[config.mk]
export PLATFORM = sky130hd
export DESIGN_NAME = four_level_page_table_walker_unit
export DESIGN_NICKNAME = d
export VERILOG_FILES = /design/src/flpt_pkg.sv /design/src/flpt_front.sv /design/src/flpt_fifo.sv /design/src/flpt_back.sv /design/src/four_level_page_table_walker_unit.sv
export SDC_FILE = /design/constraint.sdc
export NUM_CORES = 1
export LEC_CHECK = 0
export ABC_AREA = 0
export BUFFER_PORTS_ARGS = -buffer_cell sky130_fd_sc_hd__buf_4
export CORE_UTILIZATION = 45
export CTS_CLUSTER_DIAMETER = 60
export DETAILED_ROUTE_END_ITERATION = 8
export HOLD_SLACK_MARGIN = 0.06
export PLACE_DENSITY = 0.68
export SYNTH_ARGS = -nofsm -noshare
export SYNTH_HDL_FRONTEND = slang
export SYNTH_SLANG_ARGS = --single-unit
[constraint.sdc]
create_clock -name clk -period 10.5 [get_ports clk]
set_input_delay 1.05 -clock clk [delete_from_list [all_inputs] [get_ports clk]]
set_output_delay 1.05 -clock clk [all_outputs]
set_load 0.03 [all_outputs]
[src/flpt_pkg.sv]
package flpt_pkg;

	localparam int LEVELS_DEF  = 4;
	localparam int INDEX_BITS  = 9;
	localparam int PAGE_SHIFT  = 12;
	localparam int VA_W        = 48;
	localparam int PA_W        = 52;
	localparam int ENTRY_W     = 64;
	localparam int ROOT_W      = 40;
	localparam int CFG_IDX_W   = 2;
	localparam int QUEUE_DEPTH = 2;

	localparam int BIT_PRESENT = 0;
	localparam int BIT_USER    = 2;
	localparam int BIT_LARGE   = 7;

	localparam logic MODE_REQ  = 1'b0;
	localparam logic MODE_RESP = 1'b1;

	localparam logic KIND_READ = 1'b0;
	localparam logic KIND_DONE = 1'b1;

	localparam logic [1:0] STATUS_FOUND       = 2'd0;
	localparam logic [1:0] STATUS_NOT_PRESENT = 2'd1;
	localparam logic [1:0] STATUS_NO_USER     = 2'd2;

	localparam logic [CFG_IDX_W-1:0] CFG_ROOT  = 2'd0;
	localparam logic [CFG_IDX_W-1:0] CFG_CHECK = 2'd1;

	typedef struct packed {
		logic               mode;
		logic [VA_W-1:0]    vaddr;
		logic [ENTRY_W-1:0] entry;
		logic               present;
		logic               page_size;
		logic               user;
	} walk_item_t;

endpackage

[src/flpt_front.sv]
module flpt_front (
	input  logic                           clk,
	input  logic                           arst_n,
	input  logic                           in_valid,
	output logic                           in_stall,
	input  logic                           mode,
	input  logic [flpt_pkg::VA_W-1:0]      virt_addr,
	input  logic [flpt_pkg::ENTRY_W-1:0]   read_data,
	output logic                           push,
	input  logic                           push_ready,
	output flpt_pkg::walk_item_t           push_item
);

	logic                 valid_s1;
	flpt_pkg::walk_item_t item_s1;
	flpt_pkg::walk_item_t item_d;
	logic                 load;

	always_comb begin
		item_d.mode      = mode;
		item_d.vaddr     = virt_addr;
		item_d.entry     = read_data;
		item_d.present   = read_data[flpt_pkg::BIT_PRESENT];
		item_d.page_size = read_data[flpt_pkg::BIT_LARGE];
		item_d.user      = read_data[flpt_pkg::BIT_USER];
	end

	assign in_stall  = valid_s1 && !push_ready;
	assign load      = in_valid && !in_stall;
	assign push      = valid_s1;
	assign push_item = item_s1;

	always_ff @(posedge clk or negedge arst_n) begin
		if (!arst_n) begin
			valid_s1 <= 1'b0;
		end else if (load) begin
			valid_s1 <= 1'b1;
		end else if (push_ready) begin
			valid_s1 <= 1'b0;
		end
	end

	always_ff @(posedge clk) begin
		if (load) begin
			item_s1 <= item_d;
		end
	end

endmodule

[src/flpt_fifo.sv]
module flpt_fifo (
	input  logic                 clk,
	input  logic                 arst_n,
	input  logic                 push,
	output logic                 push_ready,
	input  flpt_pkg::walk_item_t push_item,
	output logic                 head_valid,
	input  logic                 pop,
	output flpt_pkg::walk_item_t head_item
);

	localparam int PTR_W = $clog2(flpt_pkg::QUEUE_DEPTH);
	localparam int CNT_W = $clog2(flpt_pkg::QUEUE_DEPTH + 1);

	flpt_pkg::walk_item_t mem_q [flpt_pkg::QUEUE_DEPTH];
	logic [PTR_W-1:0] wr_ptr_q;
	logic [PTR_W-1:0] rd_ptr_q;
	logic [CNT_W-1:0] count_q;
	logic             do_push;
	logic             do_pop;

	assign push_ready = count_q < CNT_W'(flpt_pkg::QUEUE_DEPTH);
	assign head_valid = count_q != '0;
	assign head_item  = mem_q[rd_ptr_q];
	assign do_push    = push && push_ready;
	assign do_pop     = pop && head_valid;

	function automatic logic [PTR_W-1:0] bump(input logic [PTR_W-1:0] p);
		if (p == PTR_W'(flpt_pkg::QUEUE_DEPTH - 1)) begin
			return '0;
		end
		return p + 1'b1;
	endfunction

	always_ff @(posedge clk or negedge arst_n) begin
		if (!arst_n) begin
			wr_ptr_q <= '0;
			rd_ptr_q <= '0;
			count_q  <= '0;
		end else begin
			if (do_push) begin
				wr_ptr_q <= bump(wr_ptr_q);
			end
			if (do_pop) begin
				rd_ptr_q <= bump(rd_ptr_q);
			end
			if (do_push && !do_pop) begin
				count_q <= count_q + 1'b1;
			end else if (do_pop && !do_push) begin
				count_q <= count_q - 1'b1;
			end
		end
	end

	always_ff @(posedge clk) begin
		if (do_push) begin
			mem_q[wr_ptr_q] <= push_item;
		end
	end

endmodule

[src/flpt_back.sv]
module flpt_back #(
	parameter int LEVELS = flpt_pkg::LEVELS_DEF
) (
	input  logic                             clk,
	input  logic                             arst_n,
	input  logic                             head_valid,
	input  flpt_pkg::walk_item_t             head_item,
	output logic                             pop,
	input  logic                             cfg_valid,
	output logic                             cfg_ready,
	input  logic [flpt_pkg::CFG_IDX_W-1:0]   cfg_index,
	input  logic [flpt_pkg::ENTRY_W-1:0]     cfg_data,
	output logic                             out_valid,
	input  logic                             out_stall,
	output logic                             kind,
	output logic [flpt_pkg::PA_W-1:0]        read_addr,
	output logic [1:0]                       status,
	output logic [1:0]                       leaf_level,
	output logic [flpt_pkg::ENTRY_W-1:0]     leaf_entry,
	output logic [flpt_pkg::PA_W-1:0]        frame_base
);

	localparam int LVL_W = $clog2(LEVELS);

	logic                              busy_q;
	logic [LVL_W-1:0]                  lvl_q;
	logic [flpt_pkg::VA_W-1:0]         held_q;
	logic [flpt_pkg::ROOT_W-1:0]       root_q;
	logic                              check_q;

	logic                              out_valid_q;
	logic                              kind_q;
	logic [flpt_pkg::PA_W-1:0]         read_addr_q;
	logic [1:0]                        status_q;
	logic [1:0]                        leaf_level_q;
	logic [flpt_pkg::ENTRY_W-1:0]      leaf_entry_q;
	logic [flpt_pkg::PA_W-1:0]         frame_base_q;

	logic                              is_req;
	logic                              ignore;
	logic                              last;
	logic                              finish;
	logic [LVL_W-1:0]                  next_lvl;
	logic [flpt_pkg::VA_W-1:0]         off_va;
	logic [5:0]                        shift_amt;
	logic [flpt_pkg::INDEX_BITS-1:0]   idx;
	logic [flpt_pkg::PA_W-1:0]         base;
	logic [flpt_pkg::PA_W-1:0]         addr;
	logic [flpt_pkg::PA_W-1:0]         frame;
	logic [1:0]                        done_status;

	assign cfg_ready = 1'b1;
	assign pop       = head_valid && (!out_valid_q || !out_stall);

	always_comb begin
		int sh;
		is_req   = head_item.mode == flpt_pkg::MODE_REQ;
		ignore   = is_req ? busy_q : !busy_q;
		last     = lvl_q == LVL_W'(LEVELS - 1);
		finish   = !is_req && (!head_item.present || last || head_item.page_size);
		next_lvl = is_req ? '0 : lvl_q + 1'b1;
		off_va   = is_req ? head_item.vaddr : held_q;
		sh       = flpt_pkg::PAGE_SHIFT
		         + (LEVELS - 1 - int'(next_lvl)) * flpt_pkg::INDEX_BITS;
		shift_amt = 6'(sh);
		idx      = flpt_pkg::INDEX_BITS'(off_va >> shift_amt);
		frame    = {head_item.entry[flpt_pkg::PA_W-1:flpt_pkg::PAGE_SHIFT],
		            flpt_pkg::PAGE_SHIFT'(0)};
		base     = is_req ? {root_q, flpt_pkg::PAGE_SHIFT'(0)} : frame;
		addr     = base + flpt_pkg::PA_W'({idx, 3'b000});
		if (!head_item.present) begin
			done_status = flpt_pkg::STATUS_NOT_PRESENT;
		end else if (check_q && !head_item.user) begin
			done_status = flpt_pkg::STATUS_NO_USER;
		end else begin
			done_status = flpt_pkg::STATUS_FOUND;
		end
	end

	always_ff @(posedge clk or negedge arst_n) begin
		if (!arst_n) begin
			busy_q      <= 1'b0;
			lvl_q       <= '0;
			held_q      <= '0;
			root_q      <= '0;
			check_q     <= 1'b0;
			out_valid_q <= 1'b0;
		end else begin
			if (cfg_valid && cfg_ready) begin
				case (cfg_index)
					flpt_pkg::CFG_ROOT:  root_q  <= cfg_data[flpt_pkg::ROOT_W-1:0];
					flpt_pkg::CFG_CHECK: check_q <= cfg_data[0];
					default: ;
				endcase
			end
			if (pop) begin
				out_valid_q <= !ignore;
				if (!ignore) begin
					if (is_req) begin
						busy_q <= 1'b1;
						lvl_q  <= '0;
						held_q <= head_item.vaddr;
					end else if (finish) begin
						busy_q <= 1'b0;
						lvl_q  <= '0;
					end else begin
						lvl_q <= next_lvl;
					end
				end
			end else if (!out_stall) begin
				out_valid_q <= 1'b0;
			end
		end
	end

	always_ff @(posedge clk) begin
		if (pop && !ignore) begin
			if (finish) begin
				kind_q       <= flpt_pkg::KIND_DONE;
				read_addr_q  <= '0;
				status_q     <= done_status;
				leaf_level_q <= 2'(lvl_q);
				leaf_entry_q <= head_item.entry;
				frame_base_q <= head_item.present ? frame : '0;
			end else begin
				kind_q       <= flpt_pkg::KIND_READ;
				read_addr_q  <= addr;
				status_q     <= flpt_pkg::STATUS_FOUND;
				leaf_level_q <= '0;
				leaf_entry_q <= '0;
				frame_base_q <= '0;
			end
		end
	end

	assign out_valid  = out_valid_q;
	assign kind       = kind_q;
	assign read_addr  = read_addr_q;
	assign status     = status_q;
	assign leaf_level = leaf_level_q;
	assign leaf_entry = leaf_entry_q;
	assign frame_base = frame_base_q;

endmodule

[src/four_level_page_table_walker_unit.sv]
// Results pass the input stage, queue and output register; walk decision and address add are
// combinational. Throughput: one request per cycle unless in_stall or out_stall holds it.
// Walk time is set by the external memory returning each table entry as a response request.
// Reset (arst_n low, asynchronous): walker idle, level zero, config registers zero, queue empty.
// Configuration writes are taken every cycle; write them only while the walker is idle.
module four_level_page_table_walker_unit #(
	parameter int LEVELS = flpt_pkg::LEVELS_DEF
) (
	input  logic                             clk,
	input  logic                             arst_n,
	input  logic                             in_valid,
	output logic                             in_stall,
	input  logic                             mode,
	input  logic [flpt_pkg::VA_W-1:0]        virt_addr,
	input  logic [flpt_pkg::ENTRY_W-1:0]     read_data,
	output logic                             out_valid,
	input  logic                             out_stall,
	output logic                             kind,
	output logic [flpt_pkg::PA_W-1:0]        read_addr,
	output logic [1:0]                       status,
	output logic [1:0]                       leaf_level,
	output logic [flpt_pkg::ENTRY_W-1:0]     leaf_entry,
	output logic [flpt_pkg::PA_W-1:0]        frame_base,
	input  logic                             cfg_valid,
	output logic                             cfg_ready,
	input  logic [flpt_pkg::CFG_IDX_W-1:0]   cfg_index,
	input  logic [flpt_pkg::ENTRY_W-1:0]     cfg_data
);

	logic                 push;
	logic                 push_ready;
	flpt_pkg::walk_item_t push_item;
	logic                 head_valid;
	logic                 pop;
	flpt_pkg::walk_item_t head_item;

	flpt_front u_front (
		.clk        (clk),
		.arst_n     (arst_n),
		.in_valid   (in_valid),
		.in_stall   (in_stall),
		.mode       (mode),
		.virt_addr  (virt_addr),
		.read_data  (read_data),
		.push       (push),
		.push_ready (push_ready),
		.push_item  (push_item)
	);

	flpt_fifo u_fifo (
		.clk        (clk),
		.arst_n     (arst_n),
		.push       (push),
		.push_ready (push_ready),
		.push_item  (push_item),
		.head_valid (head_valid),
		.pop        (pop),
		.head_item  (head_item)
	);

	flpt_back #(
		.LEVELS (LEVELS)
	) u_back (
		.clk        (clk),
		.arst_n     (arst_n),
		.head_valid (head_valid),
		.head_item  (head_item),
		.pop        (pop),
		.cfg_valid  (cfg_valid),
		.cfg_ready  (cfg_ready),
		.cfg_index  (cfg_index),
		.cfg_data   (cfg_data),
		.out_valid  (out_valid),
		.out_stall  (out_stall),
		.kind       (kind),
		.read_addr  (read_addr),
		.status     (status),
		.leaf_level (leaf_level),
		.leaf_entry (leaf_entry),
		.frame_base (frame_base)
	);

endmodule

==> results of run 1 <==
[final timing paths]
| kind | endpoint | depth (start not counted) |
|---|---|---|
| setup / recovery | u_back.read_addr[8] | 9 |
| hold / removal | u_fifo.mem_q[1][49] | 0 |
| setup reg to reg | u_back.read_addr[8] | 9 |
| hold reg to reg | u_fifo.mem_q[1][49] | 0 |
| max in group asynchronous | u_fifo.rd_ptr_q | 2 |
| min in group asynchronous | u_back.root_q[23] | 1 |
[kinds of logic after synthesis]
family	synth area share (%)
xor gates and xnor gates	0.238
DFF	76.2
buffers and inverters	2.63
AOI/OAI and AO/OA	5.24
other	0.0340
adders and majority gates	0.170
muxes	9.92
and+or+nand+nor	5.59
[where the power goes]
| part | switching [W] | internal [W] | leakage [nW] |
|---|---|---|---|
| Combinational | 0.00228 | 0.00106 | 3.70 |
| Clock | 0.000893 | 0.00128 | 1.00 |
| Sequential | 0.000370 | 0.00357 | 5.68 |
| Total | 0.00355 | 0.00592 | 10.4 |
[through the flow]
step	power [W]	util, %	hold slack [ps]	instance area (sq um)	worst slack, ps
after floorplan	0.00620	-	421	22100	4170
after global placement	0.00728	51.8	422	24900	5560
after detailed placement	0.00737	51.8	430	24900	5580
after CTS	0.00955	56.1	442	26900	5530
after global routing	0.00990	56.1	448	26900	5160
final	0.00946	56.1	434	26900	5500
[registers in the layout, indices dropped and copies added (netlist names), 2 cells and up]
register	flops
u_fifo.mem_q	216
u_back.held_q	43
u_back.status	2
u_back.leaf_entry	64
u_back.read_addr	49
u_back.lvl_q	2
u_back.leaf_level	2
u_back.root_q	40
u_fifo.count_q	2
u_back.frame_base	40
u_front.push_item	108
[Yosys cell counts, types with 2 or more instances]
library cell,count
nand2b_1,2
a21oi_1,33
buf_4,25
conb_1,2
nand3b_1,2
a22o_1,3
o21ai_1,10
or2_2,2
nand3_1,9
edfxtp_1,482
a211oi_1,13
o21ai_0,24
xor2_1,2
ha_1,3
buf_2,38
o2111ai_1,3
dfrtp_1,93
o311ai_0,2
inv_1,10
o31ai_1,44
nor2b_1,8
and3_1,2
nor3_1,10
mux2_2,64
and2_1,4
xnor2_1,4
buf_6,7
a221oi_1,3
o32ai_1,3
nand2_1,120
a2111oi_0,7
nor2_1,134
mux2i_1,142
o22ai_1,5
a31oi_1,2
clkbuf_1,20
[worst max-delay path: stages, from the launching register on]
cell and delay [ps]:
dfrtp_4 810, buf_4 700, mux2i_4 320, nor2_1 730, inv_1 310, ha_1 720, o311ai_0 290, a2111oi_0 450
o22ai_1 140, a22o_1 210
[layer usage]
| layer | routed length [um] | vias up |
|---|---|---|
| li1 | - | 5719 |
| met1 | 21200 | 6196 |
| met2 | 24200 | 456 |
| met3 | 3420 | 68 |
| met4 | 963 | 2 |
| met5 | 7 | - |
[layout make-up]
class                   instances  area [sq um]  share of cell area [%]
flip-flops and latches        575         16800                    62.4
multi-input cells             700          4750                    17.6
repair buffers                333          2500                    9.28
clock buffers                  75          1630                    6.04
well taps                     615           769                    2.86
clock inverters                38           433                    1.61
inverters                      12          50.0                   0.186
==> impl_metrics.env, run 1 <==
export IMPL_status="complete, no violations"
export IMPL_die_w_um=223
export IMPL_grt_antenna_before_repair=1
export IMPL_rows=80
export IMPL_place_congestion=0.884
export IMPL_synthToLayoutAreaGrowth_pct=22.1
export IMPL_cts_resized=0
export IMPL_slew_headroom_pct=25.8
export IMPL_via_per_inst=5.30
export IMPL_p_per_area_nw_per_um2=351
export IMPL_cp_end_kind="flop"
export IMPL_dp_cells=2235
export IMPL_yosys_area_top_type_share_pct=65.6
export IMPL_insertion_delay_ps=610
export IMPL_period_needed_ps=5000
export IMPL_synth_edf_count=482
export IMPL_syn_area_sq_um=22100
export IMPL_grt_first_pass_wirelength_um=73200
export IMPL_worstMarginPinSlew_ps=1110
export IMPL_met1_usage_pct=26.1
export IMPL_dp_hpwl_um=31100
export IMPL_final_cell_mix="edfxtp_1, buf_4, mux2i_1"
export IMPL_synthCells=1364
export IMPL_port_buffers=314
export IMPL_rrSetupSlack_ps=5500
export IMPL_nFillCells=3751
export IMPL_drtAntennaViolNets=0
export IMPL_fin_cells=2348
export IMPL_grt_busiest_layer="met2"
export IMPL_slew_viol_final=0
export IMPL_start_util_pct=45.9
export IMPL_clock_sinks=575
export IMPL_clock_fmax_mhz=200
export IMPL_synth_ff_type="edfxtp_1"
export IMPL_finalHoldViolations=0
export IMPL_crit_fanout=45
export IMPL_timing_setup_tns_ps=0
export IMPL_seq_area_frac_synth_pct=76.2
export IMPL_synth_cell_types=63
export IMPL_setup_viol=0
export IMPL_cts_hold_buffers=0
export IMPL_ys_seq_elements=575
export IMPL_synth_area_leader_cell="edfxtp_1"
export IMPL_drtPass1Iterations=5
export IMPL_hold_path_startpoint="u_front.push_item[49]"
export IMPL_wl_per_cell_um=21.2
export IMPL_grt_total_usage_pct=19.5
export IMPL_maxCapViolations=0
export IMPL_p_leak_nw=10.4
export IMPL_required_ps=10870
export IMPL_cts_made_buffers=60
export IMPL_grt_max_degree=90
export IMPL_cts_tree="yes"
export IMPL_grt_pass1_vias=12192
export IMPL_async_flop_share_pct=16.2
export IMPL_rsz0062_at_grt="no"
export IMPL_fin_crit_sh_pct=47.6
export IMPL_met2_usage_pct=32.2
export IMPL_vias=12441
export IMPL_root_buffer="clkbuf_16"
export IMPL_crit_start="u_fifo.rd_ptr_q"
export IMPL_finClkSkew_ps=16.2
export IMPL_drc=0
export IMPL_layout_commonest_cell="edfxtp_1"
export IMPL_crit_type="flop to flop"
export IMPL_coreArea_sq_um=48000
export IMPL_dieArea_sq_um=49900
export IMPL_diodes=0
export IMPL_use_met3_pct=4.73
export IMPL_crit_arrival_ps=5370
export IMPL_wl_um=49700
export IMPL_startpoint_type="flop"
export IMPL_peakVddDrop_v=0.000237
export IMPL_cts_buffer_depth=3
export IMPL_pin_count=360
export IMPL_grt_ovfl_total=0
export IMPL_ctsHtreeMaxLevel=2
export IMPL_ys_warnings_count=0
export IMPL_synth_top_cells_by_area="edfxtp_1, dfrtp_1, mux2i_1"
export IMPL_syn_area_per_cell_sq_um=16.2
export IMPL_post_cts_buffers=0
export IMPL_nets=1869
export IMPL_r2r_start="u_fifo.rd_ptr_q"
export IMPL_drive_gt1_share_pct=29.9
export IMPL_hold_class="flop to flop"
export IMPL_drt_first_iter_violations=1025
export IMPL_die_h_um=223
export IMPL_clk_pin_slew_ps=60
Power figures use the tool's default switching activity.
==> run 2, diff against run 1 <==
Settings changed: PLACE_DENSITY 0.68 to 0.7.
Clock period 10.5 ns to 4.2 ns, I/O delays scaled along.
==> run 2 against run 1 <==
Effect of this change: combinational power increased to 2.6 times the previous value; first-iteration DRC count shrank 5.3%; clock skew up 6.1 ps; non-clock buffer count up 163; die area is the same; critical path type unchanged; largest power group unchanged.
==> impl_metrics.env, run 2 (synthesized netlist as in run 1, its figures left out) <==
export IMPL_drtAntennaViolNets=0
export IMPL_timing_setup_tns_ps=0
export IMPL_p_per_area_nw_per_um2=844
export IMPL_rows=80
export IMPL_setup_viol=0
export IMPL_clock_sinks=575
export IMPL_insertion_delay_ps=620
export IMPL_cts_made_buffers=60
export IMPL_peakVddDrop_v=0.000478
export IMPL_grt_pass1_vias=13533
export IMPL_p_leak_nw=11.1
export IMPL_path_cells="mux2i_4 -> nor2_1 -> buf_4 -> inv_1 -> ha_1 -> o311ai_0 -> a2111oi_0 -> o22ai_1 -> a22o_1"
export IMPL_required_ps=4570
export IMPL_whs_ps=161
export IMPL_vias=13188
export IMPL_status="complete, no violations"
export IMPL_drive_gt1_share_pct=27.4
export IMPL_grt_total_usage_pct=20.8
export IMPL_layout_commonest_cell="edfxtp_1"
export IMPL_reg2reg_depth=9
export IMPL_crit_type="flop to flop"
export IMPL_via_per_inst=5.25
export IMPL_slowest_stage="ha_1"
export IMPL_root_buffer="clkbuf_16"
export IMPL_die_w_um=223
export IMPL_regMostFlops="u_fifo.mem_q"
export IMPL_place_congestion=0.862
export IMPL_start_util_pct=45.9
export IMPL_grt_first_pass_wirelength_um=79000
export IMPL_nets=2032
export IMPL_largest_reg_flops=216
export IMPL_grt_ovfl_total=0
export IMPL_final_cell_mix="edfxtp_1, buf_4, dlygate4sd3_1"
export IMPL_clock_fmax_mhz=311
export IMPL_hold_class="input pin to flop"
export IMPL_cts_buffer_depth=3
export IMPL_fin_cells=2512
export IMPL_dp_cells=2248
export IMPL_post_cts_buffers=0
export IMPL_startpoint_type="flop"
export IMPL_wl_per_cell_um=20.7
export IMPL_finClkSkew_ps=22.3
export IMPL_drt_first_iter_violations=971
export IMPL_worstMarginPinSlew_ps=940
export IMPL_period_needed_ps=3220
export IMPL_worst_r2r_endpoint="u_back.read_addr[8]"
export IMPL_slowest_delay_ps=690
export IMPL_die_h_um=223
export IMPL_slew_viol_final=0
export IMPL_coreArea_sq_um=48000
export IMPL_drc=0
export IMPL_total_power_w=0.0242
export IMPL_finalWorstSetupSlack_ps=984
export IMPL_pin_count=360
export IMPL_dp_hpwl_um=32300
export IMPL_hold_path_end="u_back.out_valid"
export IMPL_r2r_start="u_fifo.rd_ptr_q"
export IMPL_maxCapViolations=0
export IMPL_drtPass1Iterations=5
export IMPL_cp_end_kind="flop"
export IMPL_port_buffers=314
export IMPL_finalHoldViolations=0
export IMPL_synthToLayoutAreaGrowth_pct=29.9
export IMPL_wl_um=52100
export IMPL_grt_max_degree=84
export IMPL_rrSetupSlack_ps=980
export IMPL_hold_path_startpoint="out_stall"
export IMPL_slew_headroom_pct=37.3
export IMPL_ctsHtreeMaxLevel=2
export IMPL_grt_antenna_before_repair=1
export IMPL_pre_cts_slack_ps=1040
export IMPL_rsz0062_at_grt="no"
export IMPL_clk_pin_slew_ps=60
export IMPL_crit_arrival_ps=3590
export IMPL_cts_tree="yes"
export IMPL_fin_crit_sh_pct=76.6
export IMPL_dieArea_sq_um=49900
export IMPL_crit_fanout=17
export IMPL_hold_depth=3
## run 2: through the flow
step | area (sq um) | utilization [%]
final | 28600 | 59.6
after global routing | 28600 | 59.6
after CTS | 28600 | 59.6
after detailed placement | 25000 | 52.1
after global placement | 25000 | 52.1
after floorplan | 22100 | -
## run 2: cell type report
type / instances / area [sq um]
clock buffers: 73 / 1550
repair buffers: 496 / 4140
flip-flops and latches: 575 / 16800
diodes: 1 / 2.50
well taps: 615 / 769
clock inverters: 40 / 578
fillers: 3607 / 19400
multi-input cells: 700 / 4750
inverters: 12 / 50.0
## run 2: worst max-delay path: cells and delay by family, from the launching register on
kind	cells	cell delay (ps)
fa+ha+maj	1	690
flops	1	510
compound gates	4	1120
buf+inv	2	370
simple gates	1	90
mux	1	200
## run 2: routing by layer
layer  vias up  GRT usage [%]  wire length (um)
met2       447           35.8             26200
met1      6587           27.2             21900
met4         0           6.58              1220
met3        81           3.29              2670
met5         -              0                 0
li1       6073              -                 -
## run 2: power breakdown
| group | internal (W) | switching [W] | total, W |
|---|---|---|---|
| clock network | 0.00344 | 0.00220 | 0.00564 |
| logic | 0.00287 | 0.00590 | 0.00877 |
| registers | 0.00890 | 0.000855 | 0.00975 |
| total | 0.0152 | 0.00895 | 0.0242 |
## run 2: how the worst max path moves through the flow
stage	from	end	slack, ps	cells past startpoint
floorplan	u_fifo.count_q[1]	u_front.push_item[100]	230	2
global placement	u_fifo.rd_ptr_q	u_back.read_addr[8]	1070	9
detailed placement	u_fifo.rd_ptr_q	u_back.read_addr[8]	1040	9
CTS	u_fifo.rd_ptr_q	u_back.read_addr[8]	990	9
global route	u_fifo.rd_ptr_q	u_back.read_addr[8]	850	9
finish	u_fifo.rd_ptr_q	u_back.read_addr[8]	980	9
## run 2: what timing repair did
item,4_1_cts,5_1_grt
gates resized for setup,0,0
hold buffers,150,0
endpoints found under the hold margin,190,0
==> run 3, diff against run 2 <==
Settings changed: ABC_AREA 0 to 1, PLACE_DENSITY 0.7 to 0.68.
Clock period 4.2 ns to 3.1 ns, I/O delays scaled along.
==> run 3 against run 2 <==
Effect of this change: clock skew grew 7.0 ps; global-route usage grew 0.39 points; sequential share of layout area shrank 0.59 points; critical endpoint is now u_back.read_addr[7]; highest routed layer unchanged.
==> impl_metrics.env, run 3 <==
export IMPL_status="complete, no violations"
export IMPL_crit_type="flop to flop"
export IMPL_dp_hpwl_um=32300
export IMPL_insertion_delay_ps=590
export IMPL_port_buffers=314
export IMPL_root_buffer="clkbuf_16"
export IMPL_syn_area_sq_um=22200
export IMPL_dieArea_sq_um=50200
export IMPL_synthCells=1680
export IMPL_path_cells="clkinv_2 -> nand2_1 -> nand2_2 -> nand2_2 -> buf_4 -> inv_1 -> nand2_1 -> o21ai_0 -> nor2_1 -> nor2_1 -> nand2_1 -> a21oi_1"
export IMPL_die_w_um=224
export IMPL_drc=0
export IMPL_coreArea_sq_um=48100
export IMPL_grt_total_usage_pct=21.2
export IMPL_pre_cts_slack_ps=488
export IMPL_finClkSkew_ps=29.3
export IMPL_seq_area_frac_synth_pct=75.8
export IMPL_wl_um=52700
export IMPL_rows=80
export IMPL_yosys_area_top_type_share_pct=65.3
export IMPL_ys_seq_elements=575
export IMPL_final_cell_mix="edfxtp_1, buf_4, nand2_1"
export IMPL_yosysMostFrequentCell="edfxtp_1"
export IMPL_p_per_area_nw_per_um2=1150
export IMPL_grt_ovfl_total=0
export IMPL_largest_reg_flops=216
export IMPL_setup_viol=0
export IMPL_slowest_stage="dfrtp_4"
export IMPL_nets=2356
export IMPL_ys_top_cells_by_count="edfxtp_1, nand2_1, inv_1, nor2_1, o21ai_0"
export IMPL_dp_cells=2606
export IMPL_drt_first_iter_violations=1071
export IMPL_async_flop_share_pct=16.2
export IMPL_layout_commonest_cell="edfxtp_1"
export IMPL_synth_cell_types=36
export IMPL_cts_buffer_depth=3
export IMPL_cp_end_kind="flop"
export IMPL_slowest_delay_ps=580
export IMPL_start_util_pct=46.1
export IMPL_fin_cells=2873
export IMPL_drtAntennaViolNets=0
export IMPL_timing_setup_tns_ps=0
export IMPL_cts_made_buffers=66
export IMPL_hold_class="input pin to flop"
export IMPL_synth_area_leader_cell="edfxtp_1"
export IMPL_synth_ff_type="edfxtp_1"
export IMPL_drive_gt1_share_pct=24.4
export IMPL_finalWorstSetupSlack_ps=498
export IMPL_period_needed_ps=2600
export IMPL_clock_fmax_mhz=384
export IMPL_slew_headroom_pct=21.3
export IMPL_die_h_um=224
export IMPL_grt_antenna_before_repair=0
export IMPL_synth_edf_count=482
export IMPL_pin_count=360
export IMPL_crit_arrival_ps=3020
export IMPL_rsz0062_at_grt="no"
export IMPL_peakVddDrop_v=0.00111
export IMPL_clock_sinks=575
export IMPL_drtPass1Iterations=6
export IMPL_regMostFlops="u_fifo.mem_q"
export IMPL_grt_pass1_vias=14407
export IMPL_syn_area_per_cell_sq_um=13.2
export IMPL_startpoint_type="flop"
export IMPL_total_power_w=0.0334
export IMPL_vias=14169
export IMPL_fin_crit_sh_pct=83.9
export IMPL_ys_warnings_count=0
export IMPL_worstMarginPinSlew_ps=1180
export IMPL_crit_fanout=22
export IMPL_slew_viol_final=0
export IMPL_p_leak_nw=11.9
export IMPL_finalHoldViolations=0
export IMPL_required_ps=3520
export IMPL_cts_tree="yes"
export IMPL_wl_per_cell_um=18.4
export IMPL_nFillCells=3692
export IMPL_synth_top_cells_by_area="edfxtp_1, dfrtp_1, nand2_1"
export IMPL_path_common_cell="nand2_1"
export IMPL_clk_pin_slew_ps=60
export IMPL_grt_first_pass_wirelength_um=81100
export IMPL_ctsHtreeMaxLevel=3
export IMPL_grt_max_degree=109
export IMPL_via_per_inst=4.93
export IMPL_diodes=0
export IMPL_place_congestion=0.894
export IMPL_synthToLayoutAreaGrowth_pct=30.5
export IMPL_maxCapViolations=0
==> run 3: cells by family after synthesis <==
group                      synth area share (%)
AOI/OAI and AO/OA                          6.08
other                                    0.0339
muxes                                      2.12
and+or+nand+nor                            10.6
xor gates and xnor gates                  0.197
buffers and inverters                      5.05
DFF                                        75.8
adders and majority gates                 0.169
==> run 3: power by group <==
part           total, W  internal [W]  switching (W)
registers        0.0131        0.0121       0.000994
logic            0.0128       0.00391        0.00893
clock network   0.00741       0.00444        0.00297
total            0.0334        0.0205         0.0129
==> run 3: layout make-up <==
| cell class | count | area [sq um] | share of cell area [%] |
|---|---|---|---|
| Timing Repair Buffer | 501 | 4290 | 14.8 |
| Multi-Input combinational cell | 865 | 4350 | 15.0 |
| Clock buffer | 88 | 1810 | 6.25 |
| Sequential cell | 575 | 16800 | 58.1 |
| Inverter | 160 | 609 | 2.11 |
| Tap cell | 656 | 821 | 2.84 |
| Clock inverter | 28 | 255 | 0.882 |
==> run 3: worst max-delay path, delay by kind of cell, from the launching register on <==
kind | cells | cell delay [ps]
AOI/OAI and AO/OA | 2 | 350
DFF | 1 | 580
and+or+nand+nor | 7 | 750
buffers and inverters | 3 | 750
==> run 3: timing repair <==
action	in CTS	in global routing
setup buffers	0	0
hold endpoints to repair	184	0
hold buffers	151	0
gates resized for setup	0	0
==> run 3: path summary, 6_finish.rpt <==
| path | cells past startpoint | end | slack (ps) | startpoint |
|---|---|---|---|---|
| worst min register to register | 0 | u_fifo.mem_q[1][35] | 430 | u_front.push_item[35] |
| min in group asynchronous | 2 | u_back.held_q[15] | 250 | arst_n |
| worst max register to register | 12 | u_back.read_addr[7] | 500 | u_fifo.rd_ptr_q |
| worst min-delay path | 3 | u_back.check_q | 110 | cfg_index[1] |
| max in group asynchronous | 3 | u_back.root_q[8] | 2100 | arst_n |
| worst max-delay path | 12 | u_back.read_addr[7] | 500 | u_fifo.rd_ptr_q |
==> run 3: per-stage QoR <==
step,util (%),area [sq um],hold slack [ps]
floorplan,-,22200,14.4
global placement,52.7,25400,336
detailed placement,52.7,25400,345
CTS,60.1,28900,70.2
global route,60.1,28900,90.5
finish,60.1,28900,107
==> run 3: layer usage <==
layer	up-vias	GRT usage, %	routed length, um
li1	6756	-	-
met1	6885	28.2	22700
met2	436	35.2	26100
met3	92	4.08	2640
met4	0	6.83	1310
met5	-	0	0
